**src/change_coalescing_packetizer_top_defines.svh**
```systemverilog
// Assertion macros for the change coalescing packetizer.
// Each macro expects signals named clk and arst_n in the scope where it is used.
`ifndef CHANGE_COALESCING_PACKETIZER_TOP_DEFINES_SVH
`define CHANGE_COALESCING_PACKETIZER_TOP_DEFINES_SVH

// The condition implies the consequence in the same cycle.
`define CCP_ASSERT_IMPL(label, cond, cons, msg) \
	label: assert property (@(posedge clk) disable iff (!arst_n) (cond) |-> (cons)) \
		else $error(msg);

// The condition implies the consequence in the next cycle.
`define CCP_ASSERT_NEXT(label, cond, cons, msg) \
	label: assert property (@(posedge clk) disable iff (!arst_n) (cond) |=> (cons)) \
		else $error(msg);

`endif

```
**src/ccp_pkg.sv**
```systemverilog
// ----------------------------------------------------------------------------
// ccp_pkg
// Shared types, constants and helper functions of the change coalescing
// packetizer.
// ----------------------------------------------------------------------------
`default_nettype none

package ccp_pkg;

	// Default parameter values.
	localparam int REC_DEFAULT  = 1024;
	localparam int SEQB_DEFAULT = 48;

	// Packet layout.
	localparam int HEADER_BYTES = 16;
	localparam int ID_BYTES     = 8;
	localparam int MTU_MIN      = 32;
	localparam int MTU_MAX      = 9000;

	// Result queue.
	localparam int OQ_DEPTH = 8;
	localparam int OQ_PTR_W = $clog2(OQ_DEPTH);
	localparam int OQ_CNT_W = OQ_PTR_W + 1;

	// Register port.
	localparam int ADDR_W = 5;
	localparam int DATA_W = 32;

	// Register reset values.
	localparam logic [31:0] RST_BASE_ID   = 32'd0;
	localparam logic [3:0]  RST_VALUE_B   = 4'd8;
	localparam logic [13:0] RST_MTU       = 14'd1472;
	localparam logic [31:0] RST_HEARTBEAT = 32'd1000000;
	localparam logic [31:0] RST_MAX_AGE   = 32'd1000;

	// Result kinds.
	typedef enum logic [1:0] {
		KIND_SENT  = 2'd0,
		KIND_ENTRY = 2'd1,
		KIND_OVF   = 2'd2,
		KIND_RANGE = 2'd3
	} kind_t;

	// Register indexes.
	typedef enum logic [2:0] {
		REG_BASE_ID   = 3'd0,
		REG_VALUE_B   = 3'd1,
		REG_MTU       = 3'd2,
		REG_HEARTBEAT = 3'd3,
		REG_MAX_AGE   = 3'd4
	} reg_idx_t;

	// One input transaction.
	typedef struct packed {
		logic        op;
		logic [31:0] record_id;
		logic [31:0] revision;
		logic [63:0] value;
		logic [62:0] now_usec;
	} item_t;

	// One result transaction.
	typedef struct packed {
		logic [1:0]         kind;
		logic signed [47:0] packet_seq;
		logic [13:0]        length_bytes;
		logic [62:0]        send_time;
		logic [13:0]        entry_offset;
		logic [31:0]        out_record_id;
		logic [63:0]        out_value;
		logic               last;
	} result_t;

	// Effective configuration seen by the datapath.
	typedef struct packed {
		logic [31:0] base_id;
		logic [4:0]  entry_bytes;
		logic [63:0] value_mask;
		logic [13:0] mtu;
		logic [31:0] heartbeat;
		logic [31:0] max_age;
	} cfg_t;

	// Result queue status.
	typedef struct packed {
		logic                room;
		logic [OQ_CNT_W-1:0] count;
	} oq_status_t;

	// Value bytes clamped to 1..8.
	function automatic logic [3:0] eff_value_bytes(logic [3:0] vb);
		logic [3:0] r;
		if (vb == 4'd0) begin
			r = 4'd1;
		end else if (vb > 4'd8) begin
			r = 4'd8;
		end else begin
			r = vb;
		end
		return r;
	endfunction

	// Mask keeping the low value bytes of a value.
	function automatic logic [63:0] value_mask(logic [3:0] vb);
		logic [63:0] m;
		case (vb)
			4'd0, 4'd1: m = 64'h0000_0000_0000_00FF;
			4'd2:       m = 64'h0000_0000_0000_FFFF;
			4'd3:       m = 64'h0000_0000_00FF_FFFF;
			4'd4:       m = 64'h0000_0000_FFFF_FFFF;
			4'd5:       m = 64'h0000_00FF_FFFF_FFFF;
			4'd6:       m = 64'h0000_FFFF_FFFF_FFFF;
			4'd7:       m = 64'h00FF_FFFF_FFFF_FFFF;
			default:    m = 64'hFFFF_FFFF_FFFF_FFFF;
		endcase
		return m;
	endfunction

	// Payload capacity clamped to the legal range.
	function automatic logic [13:0] eff_mtu(logic [13:0] mtu);
		logic [13:0] r;
		if (mtu < 14'(MTU_MIN)) begin
			r = 14'(MTU_MIN);
		end else if (mtu > 14'(MTU_MAX)) begin
			r = 14'(MTU_MAX);
		end else begin
			r = mtu;
		end
		return r;
	endfunction

endpackage

`default_nettype wire

```
**src/ccp_out_queue.sv**
```systemverilog
// ----------------------------------------------------------------------------
// ccp_out_queue
// Result queue: takes up to two results per cycle, delivers one per cycle
// while result_stall is low, on the valid/stall channel.
// ----------------------------------------------------------------------------
`default_nettype none

module ccp_out_queue import ccp_pkg::*; (
	input  wire logic       clk,
	input  wire logic       arst_n,
	input  wire logic [1:0] push_n,
	input  wire result_t    res0,
	input  wire result_t    res1,
	output result_t         result,
	output logic            result_valid,
	input  wire logic       result_stall,
	output oq_status_t      status
);

	result_t             mem [OQ_DEPTH];
	logic [OQ_PTR_W-1:0] wr_ptr_q;
	logic [OQ_PTR_W-1:0] rd_ptr_q;
	logic [OQ_CNT_W-1:0] count_q;
	logic [OQ_PTR_W-1:0] wr_nxt;
	logic                pop;

	assign wr_nxt       = wr_ptr_q + OQ_PTR_W'(1);
	assign result_valid = (count_q != '0);
	assign result       = mem[rd_ptr_q];
	assign pop          = result_valid && !result_stall;

	// Room for two transactions in flight, each adding up to two results.
	assign status.count = count_q;
	assign status.room  = (count_q <= OQ_CNT_W'(OQ_DEPTH - 4));

	// Entry storage.
	always_ff @(posedge clk) begin
		if (push_n != 2'd0) begin
			mem[wr_ptr_q] <= res0;
		end
		if (push_n == 2'd2) begin
			mem[wr_nxt] <= res1;
		end
	end

	// Pointers and fill count.
	always_ff @(posedge clk or negedge arst_n) begin
		if (!arst_n) begin
			wr_ptr_q <= '0;
			rd_ptr_q <= '0;
			count_q  <= '0;
		end else begin
			wr_ptr_q <= wr_ptr_q + OQ_PTR_W'(push_n);
			if (pop) begin
				rd_ptr_q <= rd_ptr_q + OQ_PTR_W'(1);
			end
			count_q <= count_q + OQ_CNT_W'(push_n) - OQ_CNT_W'(pop);
		end
	end

endmodule

`default_nettype wire

```
**config.mk**
```make
export PLATFORM = sky130hd
export DESIGN_NAME = ccp_out_queue
export DESIGN_NICKNAME = d
export VERILOG_FILES = /design/src/change_coalescing_packetizer_top_defines.svh /design/src/ccp_pkg.sv /design/src/ccp_out_queue.sv
export SDC_FILE = /design/constraint.sdc
export NUM_CORES = 2
export LEC_CHECK = 0
export ABC_AREA = 0
export BUFFER_PORTS_ARGS = -buffer_cell sky130_fd_sc_hd__buf_2
export CAP_MARGIN = 30
export CORE_MARGIN = 2
export CORE_UTILIZATION = 40
export DETAILED_ROUTE_END_ITERATION = 6
export GPL_TIMING_DRIVEN = 0
export PLACE_DENSITY = 0.6
export SLEW_MARGIN = 30
export SYNTH_ARGS = -nofsm -noshare
export SYNTH_HDL_FRONTEND = slang
export SYNTH_SLANG_ARGS = --single-unit
```
**constraint.sdc**
```tcl
create_clock -name clk -period 44 [get_ports clk]
set_input_delay 2.2 -clock clk [delete_from_list [all_inputs] [get_ports clk]]
set_output_delay 2.2 -clock clk [all_outputs]
set_load 0.05 [all_outputs]
```
# After elaboration in Yosys (flattened, before gate mapping)
# Memories as Yosys holds them, arrays and structs flattened.
# Index checks and enable logic that the tools add are counted.
# Widths: inputs -> output; s select.
# classes
eq_ne,1
n_addsub,5
magnitude_cmp,1
n_reduce_logical,4
n_mux,4
# ops
operator,count
$add 3x1->3 const B,2
$add 4x2->4,1
$le 4x3->1 const B,1
$mux 1,4
$reduce_bool 4->1,1
$sub 4x1->4,1
$add 3x2->3,1
$eq 2x2->1 const B,1
$reduce_bool 2->1,1
$logic_and 1x1->1,1
$logic_not 1->1,1
# word_totals
register_bits,10
out_inout_bits,244
mem_bits_rw,1904
word_cells,19
n_memories,1
input_bits,481
# memory_table
memory,words,word_bits,read_ports,rd_ports_with_merged_regs,write_ports,line_no,source
mem,8,238,1,0,2,ccp_out_queue.sv:20,result_t mem [OQ_DEPTH];

# Depth between registers and ports, before layout
# logic_depth
ltp_word,3
mapped_depth,9
ltp_nobuf,9

# Least setup slack after synthesis
# OpenSTA, ideal clock, no wires.
# synth_timing
path_type,in2reg
start,input port push_n[0]
end,"memory mem[1][0] in the netlist's numbering, enable pin"
cell_stages,2
path_slack_ps,23153
n_path_buf,0
required_time_ps,42813
arrival_ps,19660
cell_sequence,o21ai_0 o31ai_1
# synth_lines
item,line_no,source
start: declaration,ccp_out_queue.sv:11,"input wire logic [1:0] push_n,"
end: declaration,ccp_out_queue.sv:20,

==> flow_summary.ini <==
[timing]
worstMarginPinSlew_ps = 1052
setup_viol = 0
fin_crit_sh = 0.1423
slew_headroom = 0.2988
hold_violations = 0
fin_crit_ps = 6260
slew_violations = 0
fin_worst_skew_ps = 42.58
rsz0062_at_grt = false
max_freq_mhz = 159.7

[clock_network]
worstSkewPairLatency_ps = 880
clkTransAtPathRegs_ps = 60
hold_buffers = 0
htreeDepth = 4
cts_resized = 0
cts_root_buf = clkbuf_16
cts_buffers = 210
clock_path_buffers = 3
cts_setup_buffers = 0
cts_sinks = 1914
cts_tree = done

[power]
seqPwrFrac = 0.326
pwr-share-clk = 0.204
comb_power_share = 0.470
p_per_area_nw_per_um2 = 75.36
swShare = 0.3950
p_switching_mw = 3.373
irDropWorstVdd_mv = 0.06335
finalPower_mw = 8.539
cellLeakagePower_nw = 38.68
power.internal_mw = 5.166

[detailed_routing]
vias = 53750
firstDrtPassIters = 5
post_drt_via_cell_ratio = 5.653
avgRoutedWirePerCell_um = 31.37
postRouteAntennaNets = 0
finalWirelength_um = 298300
drcViolationCount = 0
drt_iter0_drc = 4998

[logic_synthesis]
syn_area_um2 = 94340
synthXorXnorAreaFrac = 0.0008090
synth_nets = 5435
synth_compound_area_frac = 0.0009283
ys_seq_elements = 1914
synthTopCellsByArea = edfxtp_1 61%, mux2_2 25%, mux4_2 11%, buf_2 1.3%, mux2_1 0.79%
ys_types = 30
synthMuxAreaShare = 0.3694
synth_warnings = 0
synthCells = 4942
synth_top_area_share = 0.6060
yosysSeqAreaShare = 0.6087
synth_area_per_cell_um2 = 19.09
synth_top_family_by_area = multiplexers
synthSimpleGateAreaFrac = 0.001074
synth_top_cell_by_area = edfxtp_1
synth-adder-area-share = 0.001751

[global_route]
grt.total_usage = 0.2442
antenna_found_initial = 187
grt_pass1_wl_um = 416200
grt_max_degree = 17
grt_pass1_vias = 54850
grt_overflow = 0

[critical_path]
start_kind = register
path_max_fanout = 10
arrival_ps = 4060
crit_type = register to primary output
end_kind = primary output
critPathRequiredTime_ps = 41800

[min_path]
hp-class = register to register

[final_layout]
multi_input_area_um2 = 35380
postLayoutCellArea_um2 = 113300
final_common_cell = mux2_2
drive_above_1_share = 0.6447
stdcell_count = 9508
fin_nets = 6588
mostFrequentLayoutCells = 2077 x mux2_2, 1904 x edfxtp_1, 962 x buf_2, 476 x mux4_2, 215 x clkbuf_16
regArea_um2 = 57430
synthToLayoutAreaGrowth_pct = 20.10
n_fill_cell = 19800

[placed_design]
port_buffers = 724
dpl.cell_count = 9033
hpwl_um = 203800
routabilityCongestion = 0.7870
postPlaceCellArea_um2 = 106400

[die]
dieArea_um2 = 239800
io_pins = 725
floorplan.initialDensity = 0.4015
dieWidth_um = 489.7
rows = 178
die_y_um = 489.7
core_um2 = 235000

[outcome]
status = complete, no violations

[flow_run]
maxCapViolCount = 0
[sequential cells by signal (all words and copies together) (netlist names)]
register and count:
mem 1904, count_q 4, rd_ptr_q 3, wr_ptr_q 3
[power groups by stage]
stage / clock network, mW / registers [mW] / logic (mW)
after floorplan: 0 / 3.21 / 2.46
after global placement: 0 / 3.82 / 3.63
after detailed placement: 0 / 2.82 / 4.05
after CTS: 1.77 / 2.79 / 4.07
after global routing: 1.84 / 2.82 / 4.19
final: 1.74 / 2.78 / 4.02
[logic make-up (layout without fill, tap and decap cells)]
| logic type | count (synthesis) | in the layout |
|---|---|---|
| AND/OR/NAND/NOR | 19 | 19 |
| buffers and inverters | 356 | 1685 |
| adder cells (fa/ha/maj) | 12 | 12 |
| other | 0 | 87 |
| flip-flops | 1914 | 1914 |
| XOR/XNOR | 7 | 7 |
| AO/OA/AOI/OAI | 15 | 15 |
| multiplexers | 2619 | 2619 |
[synthesized netlist by cell type (all sizes together)]
| cell type | number |
|---|---|
| a21o | 1 |
| nand4b | 1 |
| nand3 | 2 |
| ha | 10 |
| edfxtp | 1904 |
| o21bai | 1 |
| o22ai | 2 |
| a21oi | 3 |
| o21ai | 6 |
| nor4b | 1 |
| nor2 | 3 |
| inv | 14 |
| nor3b | 1 |
| o31ai | 2 |
| dfrtp | 10 |
| nand2 | 8 |
| and4bb | 1 |
| mux2 | 2143 |
| mux4 | 476 |
| fa | 2 |
| xnor2 | 3 |
| clkbuf | 72 |
| nand2b | 2 |
| xor2 | 4 |
| buf | 270 |
[worst max-delay path: stages, from the launching register on]
cell,delay (ps)
dfrtp_1,350
clkbuf_1,670
clkbuf_1,720
buf_1,770
mux2_2,460
buf_2,220
[layer usage]
metal | vias up | wire length (um) | global-route usage | part of all wire
li1 | 22970 | - | - | -
met1 | 28110 | 123500 | 0.3299 | 0.41
met2 | 1970 | 138500 | 0.3762 | 0.46
met3 | 560 | 24820 | 0.06503 | 0.083
met4 | 136 | 10670 | 0.09465 | 0.036
met5 | - | 824 | 0 | 0.0028
[worst paths after layout]
| path | slack, ps | depth (start not counted) | to | from |
|---|---|---|---|---|
| min in group asynchronous | 1220 | 1 | count_q[3] | arst_n |
| min reg2reg | 640 | 2 | wr_ptr_q[2] | wr_ptr_q[2] |
| min | 640 | 2 | wr_ptr_q[2] | wr_ptr_q[2] |
| max in group asynchronous | 42570 | 1 | wr_ptr_q[2] | arst_n |
| max reg2reg | 39670 | 12 | mem[7][153] | wr_ptr_q[1] |
| max | 37740 | 5 | result[235] | rd_ptr_q[1] |
[per-stage QoR]
step / setup WS (ps) / hold WS, ps / TNS [ps] / utilization
final: 37740 / 642.0 / 0 / 0.4823
after global routing: 37520 / 657.9 / 0 / 0.4818
after CTS: 37450 / 634.8 / 0 / 0.4813
after detailed placement: 38240 / 621.4 / 0 / 0.4529
after global placement: -828.6 / 604.5 / -217840 / 0.4337
after floorplan: 23150 / 575.6 / 0 / -
[final cells by class]
type,count,share of cell area
antenna,87,0.001921
buffer,342,0.01424
clock buffer,274,0.04944
clock inverter,114,0.009463
inverter,14,0.0004638
multi-input combinational,2672,0.3123
sequential,1914,0.5068
tap,3150,0.03478
timing repair buffer,941,0.07064
No activity file was read; power rests on OpenSTA's default activity.
