--- config.mk ---
export PLATFORM = sky130hd
export DESIGN_NAME = ccp_packer
export DESIGN_NICKNAME = d
export VERILOG_FILES = /design/src/change_coalescing_packetizer_top_defines.svh /design/src/ccp_pkg.sv /design/src/ccp_packer.sv
export SDC_FILE = /design/constraint.sdc
export NUM_CORES = 1
export LEC_CHECK = 0
export BUFFER_PORTS_ARGS = -buffer_cell sky130_fd_sc_hd__clkbuf_2
export CAP_MARGIN = 25
export CORE_AREA = 5 5 359 361
export DETAILED_ROUTE_END_ITERATION = 10
export DIE_AREA = 0 0 364 366
export GPL_TIMING_DRIVEN = 0
export PLACE_DENSITY_LB_ADDON = 0.12
export SLEW_MARGIN = 5
export SYNTH_ARGS = -nofsm -noshare
export SYNTH_HDL_FRONTEND = slang
export SYNTH_SLANG_ARGS = --single-unit
--- constraint.sdc ---
create_clock -name clk -period 8.4 [get_ports clk]
set_clock_uncertainty 0.1 [all_clocks]
set_input_delay 1.68 -clock clk [delete_from_list [all_inputs] [get_ports clk]]
set_output_delay 1.68 -clock clk [all_outputs]
set_load 0.01 [all_outputs]
--- src/change_coalescing_packetizer_top_defines.svh ---
// Assertion macros for the change coalescing packetizer.
// Each macro expects signals named clk and arst_n in the scope where it is used.
`ifndef CHANGE_COALESCING_PACKETIZER_TOP_DEFINES_SVH
`define CHANGE_COALESCING_PACKETIZER_TOP_DEFINES_SVH

// The condition implies the consequence in the same cycle.
`define CCP_ASSERT_IMPL(label, cond, cons, msg) \
	label: assert property (@(posedge clk) disable iff (!arst_n) (cond) |-> (cons)) \
		else $error(msg);

// The condition implies the consequence in the next cycle.
`define CCP_ASSERT_NEXT(label, cond, cons, msg) \
	label: assert property (@(posedge clk) disable iff (!arst_n) (cond) |=> (cons)) \
		else $error(msg);

`endif

--- src/ccp_pkg.sv ---
// ----------------------------------------------------------------------------
// ccp_pkg
// Shared types, constants and helper functions of the change coalescing
// packetizer.
// ----------------------------------------------------------------------------
`default_nettype none

package ccp_pkg;

	// Default parameter values.
	localparam int REC_DEFAULT  = 1024;
	localparam int SEQB_DEFAULT = 48;

	// Packet layout.
	localparam int HEADER_BYTES = 16;
	localparam int ID_BYTES     = 8;
	localparam int MTU_MIN      = 32;
	localparam int MTU_MAX      = 9000;

	// Result queue.
	localparam int OQ_DEPTH = 8;
	localparam int OQ_PTR_W = $clog2(OQ_DEPTH);
	localparam int OQ_CNT_W = OQ_PTR_W + 1;

	// Register port.
	localparam int ADDR_W = 5;
	localparam int DATA_W = 32;

	// Register reset values.
	localparam logic [31:0] RST_BASE_ID   = 32'd0;
	localparam logic [3:0]  RST_VALUE_B   = 4'd8;
	localparam logic [13:0] RST_MTU       = 14'd1472;
	localparam logic [31:0] RST_HEARTBEAT = 32'd1000000;
	localparam logic [31:0] RST_MAX_AGE   = 32'd1000;

	// Result kinds.
	typedef enum logic [1:0] {
		KIND_SENT  = 2'd0,
		KIND_ENTRY = 2'd1,
		KIND_OVF   = 2'd2,
		KIND_RANGE = 2'd3
	} kind_t;

	// Register indexes.
	typedef enum logic [2:0] {
		REG_BASE_ID   = 3'd0,
		REG_VALUE_B   = 3'd1,
		REG_MTU       = 3'd2,
		REG_HEARTBEAT = 3'd3,
		REG_MAX_AGE   = 3'd4
	} reg_idx_t;

	// One input transaction.
	typedef struct packed {
		logic        op;
		logic [31:0] record_id;
		logic [31:0] revision;
		logic [63:0] value;
		logic [62:0] now_usec;
	} item_t;

	// One result transaction.
	typedef struct packed {
		logic [1:0]         kind;
		logic signed [47:0] packet_seq;
		logic [13:0]        length_bytes;
		logic [62:0]        send_time;
		logic [13:0]        entry_offset;
		logic [31:0]        out_record_id;
		logic [63:0]        out_value;
		logic               last;
	} result_t;

	// Effective configuration seen by the datapath.
	typedef struct packed {
		logic [31:0] base_id;
		logic [4:0]  entry_bytes;
		logic [63:0] value_mask;
		logic [13:0] mtu;
		logic [31:0] heartbeat;
		logic [31:0] max_age;
	} cfg_t;

	// Result queue status.
	typedef struct packed {
		logic                room;
		logic [OQ_CNT_W-1:0] count;
	} oq_status_t;

	// Value bytes clamped to 1..8.
	function automatic logic [3:0] eff_value_bytes(logic [3:0] vb);
		logic [3:0] r;
		if (vb == 4'd0) begin
			r = 4'd1;
		end else if (vb > 4'd8) begin
			r = 4'd8;
		end else begin
			r = vb;
		end
		return r;
	endfunction

	// Mask keeping the low value bytes of a value.
	function automatic logic [63:0] value_mask(logic [3:0] vb);
		logic [63:0] m;
		case (vb)
			4'd0, 4'd1: m = 64'h0000_0000_0000_00FF;
			4'd2:       m = 64'h0000_0000_0000_FFFF;
			4'd3:       m = 64'h0000_0000_00FF_FFFF;
			4'd4:       m = 64'h0000_0000_FFFF_FFFF;
			4'd5:       m = 64'h0000_00FF_FFFF_FFFF;
			4'd6:       m = 64'h0000_FFFF_FFFF_FFFF;
			4'd7:       m = 64'h00FF_FFFF_FFFF_FFFF;
			default:    m = 64'hFFFF_FFFF_FFFF_FFFF;
		endcase
		return m;
	endfunction

	// Payload capacity clamped to the legal range.
	function automatic logic [13:0] eff_mtu(logic [13:0] mtu);
		logic [13:0] r;
		if (mtu < 14'(MTU_MIN)) begin
			r = 14'(MTU_MIN);
		end else if (mtu > 14'(MTU_MAX)) begin
			r = 14'(MTU_MAX);
		end else begin
			r = mtu;
		end
		return r;
	endfunction

endpackage

`default_nettype wire

--- src/ccp_packer.sv ---
// ----------------------------------------------------------------------------
// ccp_packer
// Packet state and result generation: change detection, entry placement,
// packet sends on overflow, age and heartbeat, sequence numbering.
// ----------------------------------------------------------------------------
`default_nettype none

module ccp_packer import ccp_pkg::*; #(
	parameter  int RECORDS  = REC_DEFAULT,
	parameter  int SEQ_BITS = SEQB_DEFAULT,
	localparam int IDX_W    = (RECORDS > 1) ? $clog2(RECORDS) : 1
) (
	input  wire logic             clk,
	input  wire logic             arst_n,
	input  wire cfg_t             cfg,
	input  wire logic             valid_s1,
	input  wire item_t            item_s1,
	input  wire logic [IDX_W-1:0] idx_s1,
	input  wire logic             in_range_s1,
	input  wire logic [31:0]      rd_rev,
	output logic                  wr_en,
	output logic      [IDX_W-1:0] wr_idx,
	output logic      [31:0]      wr_rev,
	output logic      [1:0]       push_n,
	output result_t               res0,
	output result_t               res1,
	output logic                  ovf_err
);

	localparam logic [SEQ_BITS-1:0] SEQ_MAXV = {1'b0, {(SEQ_BITS - 1){1'b1}}};
	localparam logic [SEQ_BITS-1:0] SEQ_ONE  = SEQ_BITS'(1);

	logic [SEQ_BITS-1:0] next_q;
	logic [SEQ_BITS-1:0] open_q;
	logic [13:0]         used_q;
	logic                pend_q;
	logic [62:0]         first_t_q;
	logic [62:0]         last_t_q;
	logic                ovf_q;

	logic                chg;
	logic                tick;
	logic                need_send;
	logic                age_hit;
	logic                hb_hit;
	logic                hb_fresh;
	logic                send_do;
	logic [SEQ_BITS-1:0] send_seq;
	logic [13:0]         send_len;
	logic [SEQ_BITS-1:0] inc;
	logic                pos;
	logic                wrap;
	logic [SEQ_BITS-1:0] next_after;
	logic                place;
	logic [13:0]         used_base;
	logic                new_pkt;
	logic [SEQ_BITS-1:0] open_new;
	logic [13:0]         off;
	logic [13:0]         used_new;
	logic [14:0]         fill_sum;
	logic [62:0]         now;

	// Sign-extend a sequence and keep the 48 header bits.
	function automatic logic [47:0] seq_out(logic [SEQ_BITS-1:0] s);
		logic signed [SEQ_BITS-1:0] ss;
		logic signed [63:0]         w;
		ss = s;
		w  = ss;
		return w[47:0];
	endfunction

	// True when now is not before since and at least lim has passed.
	function automatic logic reached(logic [62:0] t, logic [62:0] since, logic [31:0] lim);
		logic [63:0] d;
		d = {1'b0, t} - {1'b0, since};
		return !d[63] && (d[62:0] >= {31'd0, lim});
	endfunction

	assign now     = item_s1.now_usec;
	assign ovf_err = ovf_q;

	// Decide what this transaction does.
	always_comb begin
		chg       = valid_s1 && !ovf_q && !item_s1.op && in_range_s1 &&
			(item_s1.revision != rd_rev);
		tick      = valid_s1 && !ovf_q && item_s1.op;
		fill_sum  = {1'b0, used_q} + 15'(cfg.entry_bytes);
		need_send = fill_sum > {1'b0, cfg.mtu};
		age_hit   = pend_q && reached(now, first_t_q, cfg.max_age);
		hb_hit    = reached(now, last_t_q, cfg.heartbeat);
		send_do   = (chg && need_send) || (tick && (age_hit || hb_hit));
		hb_fresh  = tick && !age_hit && (used_q == 14'd0);
		send_seq  = hb_fresh ? (SEQ_BITS'(0) - next_q) : open_q;
		send_len  = hb_fresh ? 14'(HEADER_BYTES) : used_q;

		// Sequence advance for a numbered packet.
		inc        = next_q + SEQ_ONE;
		pos        = !send_seq[SEQ_BITS-1];
		wrap       = send_do && pos && (inc == SEQ_MAXV);
		next_after = (send_do && pos) ? inc : next_q;

		// Entry placement into the open or a fresh packet.
		place     = chg && !wrap;
		used_base = send_do ? 14'd0 : used_q;
		new_pkt   = (used_base == 14'd0);
		open_new  = new_pkt ? next_after : open_q;
		off       = new_pkt ? 14'(HEADER_BYTES) : used_base;
		used_new  = off + 14'(cfg.entry_bytes);
	end

	// Table update for a placed entry.
	assign wr_en  = place;
	assign wr_idx = idx_s1;
	assign wr_rev = item_s1.revision;

	// Result assembly.
	always_comb begin
		result_t r_sent;
		result_t r_entry;
		result_t r_code;

		r_sent              = '0;
		r_sent.kind         = KIND_SENT;
		r_sent.packet_seq   = seq_out(send_seq);
		r_sent.length_bytes = send_len;
		r_sent.send_time    = now;

		r_entry               = '0;
		r_entry.kind          = KIND_ENTRY;
		r_entry.packet_seq    = seq_out(open_new);
		r_entry.entry_offset  = off;
		r_entry.out_record_id = item_s1.record_id;
		r_entry.out_value     = item_s1.value & cfg.value_mask;

		r_code      = '0;
		r_code.kind = KIND_OVF;

		res0   = '0;
		res1   = '0;
		push_n = 2'd0;
		if (valid_s1 && ovf_q) begin
			res0   = r_code;
			push_n = 2'd1;
		end else if (valid_s1 && !item_s1.op && !in_range_s1) begin
			res0      = r_code;
			res0.kind = KIND_RANGE;
			push_n    = 2'd1;
		end else if (send_do) begin
			res0 = r_sent;
			if (wrap) begin
				res1   = r_code;
				push_n = 2'd2;
			end else if (place) begin
				res1   = r_entry;
				push_n = 2'd2;
			end else begin
				push_n = 2'd1;
			end
		end else if (place) begin
			res0   = r_entry;
			push_n = 2'd1;
		end
		res0.last = (push_n == 2'd1);
		res1.last = 1'b1;
	end

	// Packet state. A placed entry takes precedence over the send that made
	// room for it.
	always_ff @(posedge clk or negedge arst_n) begin
		if (!arst_n) begin
			next_q    <= SEQ_ONE;
			open_q    <= '0;
			used_q    <= '0;
			pend_q    <= 1'b0;
			first_t_q <= '0;
			last_t_q  <= '0;
			ovf_q     <= 1'b0;
		end else begin
			if (send_do) begin
				last_t_q <= now;
				next_q   <= next_after;
			end
			if (place) begin
				open_q    <= open_new;
				used_q    <= used_new;
				pend_q    <= 1'b1;
				first_t_q <= now;
			end else if (send_do) begin
				open_q <= send_seq;
				if (wrap) begin
					ovf_q  <= 1'b1;
					used_q <= send_len;
				end else begin
					used_q <= 14'd0;
					pend_q <= 1'b0;
				end
			end
		end
	end

endmodule

`default_nettype wire

; ---- Word level (Yosys, flattened, before mapping)
; Index checks and enable logic that the tools add are counted.
[word_totals]
input_bits = 417
rom_bits = 0
output_inout_bits = 522
word_cells = 83
n_memories = 0
reg_bits = 238
ramBits = 0
latch_bits = 0
[op_classes]
shift = 0
n_addsub = 6
n_mul = 0
n_eq_ne = 4
mux = 28
bitwise_logic = 2
n_lt_le_gt_ge = 3
n_div = 0
n_reduce_logical = 33
[op_table]
columns = op, n
row1 = $mux W238, 7
row2 = $mux W48, 5
row3 = $mux W237, 1
row4 = $sub A63 B63 Y64, 2
row5 = $ge A63 B32 Y1, 2
row6 = $mux W14, 6
row7 = $and A64 B64 Y64, 1
row8 = $add A48 B1 Y48 const B, 1
row9 = $eq A48 B47 Y1 const B, 1
row10 = $sub A1 B48 Y48 const A, 1
row11 = $ne A32 B32 Y1, 1
row12 = $logic_not A14 Y1, 2
row13 = $logic_and A1 B1 Y1, 18
row14 = $add A14 B5 Y15, 1
row15 = $gt A15 B14 Y1, 1
row16 = $add A14 B5 Y14, 1
row17 = $mux W2, 5
row18 = $logic_not A1 Y1, 8
row19 = $mux W1, 4
row20 = $reduce_and A3 Y1, 1
row21 = $eq A2 B1 Y1 const B, 1
row22 = $logic_or A1 B1 Y1, 2
row23 = $ne A2 B2 Y1 const B, 1
row24 = $reduce_and A2 Y1, 1
row25 = other kinds (2), 2

; ---- Logic depth before layout (Yosys ltp)
[depth]
word_depth = 19
mapped_depth = 38
ltp_nobuf = 33

; ---- Least setup slack after synthesis
; OpenSTA, ideal clock, no wires.
[synth_timing]
kind = input -> output
start = input port item_s1[0] (netlist bit)
end = output port res0[215] (netlist bit)
required_ns = 6.620
path_buffers = 1
arrival_ns = 7.016
slack_ns = -0.396
cell_stages = 26
cell_sequence = inv_1 > ha_1 > fa_1 > nand2b_1 > a21o_1 > a2111oi_0 > nor3_1 > nand2_1 > a21boi_0 > xnor2_1 > ha_1 > nand4_1 > nor2_1 > a41oi_1 > o21ai_0 > nor4_1 > o311ai_1 > a2111oi_2 > nand4_1 > nor4b_2 > a41o_1 > buf_4 > mux2_4 > or4_1 > xnor2_2 > a31o_2
[synth_lines]
columns = item, line_no
row1 = from (decl), ccp_packer.sv:17  ; input wire item_t item_s1,
row2 = to (decl), ccp_packer.sv:25  ; output result_t res0,

==> impl_results.md <==
- Avg Inst Size Synth: 7.421 sq um
- Nets: around 5600
- Clock sink count: 238
- Met1 Usage GRT: 31.25%
- Pint: 5.806 mW
- Initial core utilization: 22.34%
- Post-route ant nets: 0
- DRT iter0 DRCs: 2357
- # placed instances: 6318
- Die ar.: 133200 sq um
- Async SR Flop Fraction: 100.0%
- Pin count of the biggest net entering global routing: 90
- Finished Cell Area: roughly 44000 sq um
- Worst Path Max Fanout: 7
- Area taken by multi-input logic gates: 22730 sq um
- Reg-to-reg startpoint: last_t_q[1]
- IO Port Bufs: 805
- First-pass DRT Iterations: 5
- Slowest CP cell: o31ai_4
- GR Util met3: 4.761%
- VDD IR max: 0.1334 mV
- GRT Overall Usage: 28.28%
- Synthesis Warnings: 0
- Chip width: 364 um
- Hold crit path type: register to register
- CP arrival: 7.83 ns
- Worst slack, placed: -3.289 ns
- Mapped Area: 27940 sq um
- Combinational power share: 70.7%
- Clock latency on the worst-skew pair: 0.64 ns
- Top_reg_cell synth: dfrtp_1
- Fmax: 104.1 MHz
- IO Count: 939
- Slew at the pin closest to its max-slew limit: 1.178 ns
- P_leak: 20.46 nW
- Critical path startpoint category: primary input
- Failing checks: setup timing
- Vias in the first global route: 34340
- Crit end category: output port
- M2 GR Usage: 48.20%
- Area grow syn2layout: 56.19%
- CORE AREA: roughly 130000 sq um
- Slew Limit Fails: 0
- Seq pwr share: roughly 15%
- GP Congestion: 0.9954
- Fin crit share: 114.3%
- DRT Wirelength: 196500 um
- Number of flops mapped to enable cells by yosys: 0
- DRC violations left: 0
- Total gr overflow: 0
- Layout cells sized above 1: 37.35%
- Slew HR: about a fifth
- Die Span Y: 366 um
- H-tree depth: 2
- Setup CP Type: primary input to output port
- WL/cell: just under 30 um
- Yosys reg bits: roughly 240
- CTS max path bufs: 3
- Cell Area, Placed: 34680 sq um
- Top Family by Delay on Critical Path: compound AO/OA/AOI/OAI gates
- Row cnt: 130
- Initial antenna violation count: 13
- Worst hold path startpoint: last_t_q[14]
- Status: finished, violations left
- Synth Instances: about 3800
- RSZ-0062 raised after global routing: true
- CTS tree: done
- Period minus WS final: 9.605 ns
- Most Crowded Layer GR: met2
- Hold-fix buffers, CTS: 0
- WP data required: 6.62 ns
- DR vias: 33360
- Cts bufs inserted: 38
- Psw: 5.791 mW
- Final hold vios: 0
- Number of max-cap violations: 0
- Fillers: around 13000
- Final setup margin: -1.205 ns
- Worst Path Buf+Inv: 6
- Seq. cell area: approximately 6000 sq um
- Setup TNS: -267.53 ns
- Crit. Startpoint: item_s1[13]
- Hpwl dp: between 150000 and 200000 um
- Global-route wire length before repair: 267700 um
- Switching part of the total: 49.93%
- Vias/cell: 5.045
- CTS clk-pin slew, worst paths: about 0.050 ns
- Root Driver: clkbuf_16
- Worst path max stage delay: 0.41 ns
- Fin Hold WS: 0.3729 ns
- Count of cell types in the netlist: 112
- Final setup viols: 306
- Cell Pwr Density: 265.8 nW/um^2
- Clock share of power: 14.0%
- Non-Filler Instances: 6611
- Seq/Total Area, Yosys: 21.32%
-- metrics by stage --
step	power (mW)	utilization, %
3_5_place_dp	8.243	27.72
5_1_grt	12.33	34.87
2_1_floorplan	5.947	-
6_report	11.60	34.89
3_3_place_gp	8.242	27.59
4_1_cts	11.13	33.14
-- Yosys cell counts (94+ instances only) --
library cell    n  area, sq um
a21o_1        135         1013
a21oi_1       267         1336
and2_1        162         1013
buf_4         147         1104
clkbuf_1      101        379.1
dfrtp_1       237         5931
ha_1          216         2703
inv_1         269         1010
nand2_1       410         1539
nor2_1        341         1280
nor3_1         94        470.5
o21ai_0       193        965.9
xnor2_1       126         1104
xor2_1        106        928.4
-- power groups by stage --
stage,sequential [mW],combinational (mW),clock [mW]
2_1_floorplan,1.68,4.27,0
3_3_place_gp,1.74,6.50,0
3_5_place_dp,1.74,6.50,0
4_1_cts,1.75,7.71,1.67
5_1_grt,1.81,8.82,1.70
6_report,1.77,8.20,1.63
-- routing by layer --
layer  share of wire, %  vias up  wire, um
met5             0.0066        -        13
met4                9.6        2     18940
met3                5.9      446     11660
met2                 47     1449     93210
met1                 37    16040     72640
li1                   -    15420         -
-- flip-flops by register name (all words and copies together) (netlist names) --
register and cells:
last_t_q 63, pend_q 1, next_q 48, used_q 14, open_q 48, first_t_q 63
ovf_err 1
-- layout by cell type (no fill, tap or decap), types with 51 or more instances in the layout --
| cell | netlist | layout |
|---|---|---|
| nor2_1 | 341 | 248 |
| buf_4 | 147 | 269 |
| xnor2_1 | 126 | 93 |
| buf_12 | 0 | 58 |
| a21o_1 | 135 | 134 |
| nand3_1 | 73 | 55 |
| nand2_1 | 410 | 404 |
| a21oi_1 | 267 | 217 |
| clkbuf_16 | 0 | 51 |
| nor2_4 | 0 | 84 |
| ha_1 | 216 | 198 |
| and2_1 | 162 | 114 |
| buf_6 | 17 | 183 |
| nand4_1 | 88 | 88 |
| clkbuf_1 | 101 | 85 |
| dfrtp_1 | 237 | 237 |
| buf_2 | 69 | 64 |
| xor2_1 | 106 | 90 |
| conb_1 | 2 | 91 |
| o21ai_0 | 193 | 178 |
| inv_1 | 269 | 265 |
| nor3_1 | 94 | 81 |
| clkbuf_2 | 1 | 629 |
-- what timing repair did --
item | 4_1_cts | 5_1_grt
pin swaps | 169 | 142
setup buffers | 132 | 75
endpoints found under the setup margin | 508 | 377
resized for setup | 794 | 550
cloned | 31 | 2
-- kinds of logic after synthesis --
| kind of cell | Yosys count | synth area share, % |
|---|---|---|
| DFF | 238 | 21.32 |
| and+or+nand+nor | 1443 | 25.62 |
| other | 2 | 0.02688 |
| adders and majority gates | 220 | 9.960 |
| muxes | 58 | 2.141 |
| AOI/OAI and AO/OA | 955 | 22.58 |
| buffers and inverters | 616 | 11.02 |
| xor gates and xnor gates | 233 | 7.331 |
-- final cells by class --
class | count | area share [%]
diodes | 13 | 0.07455
inverters | 272 | 2.397
clock buffers | 55 | 2.558
multi-input cells | 3001 | 52.08
clock inverters | 12 | 0.2667
plain buffers | 332 | 6.262
repair buffers | 1038 | 17.98
well taps | 1650 | 4.731
flip-flops and latches | 238 | 13.65
-- worst paths after layout --
kind	to	slack, ns	cells after the start
setup reg to reg	used_q[7]	0.31	35
hold reg to reg	last_t_q[14]	0.37	1
setup / recovery	res0[231]	-1.21	29
min in group asynchronous	open_q[25]	0.86	1
max in group asynchronous	last_t_q[6]	6.06	3
hold / removal	last_t_q[14]	0.37	1
No activity file was read; power rests on OpenSTA's default activity.
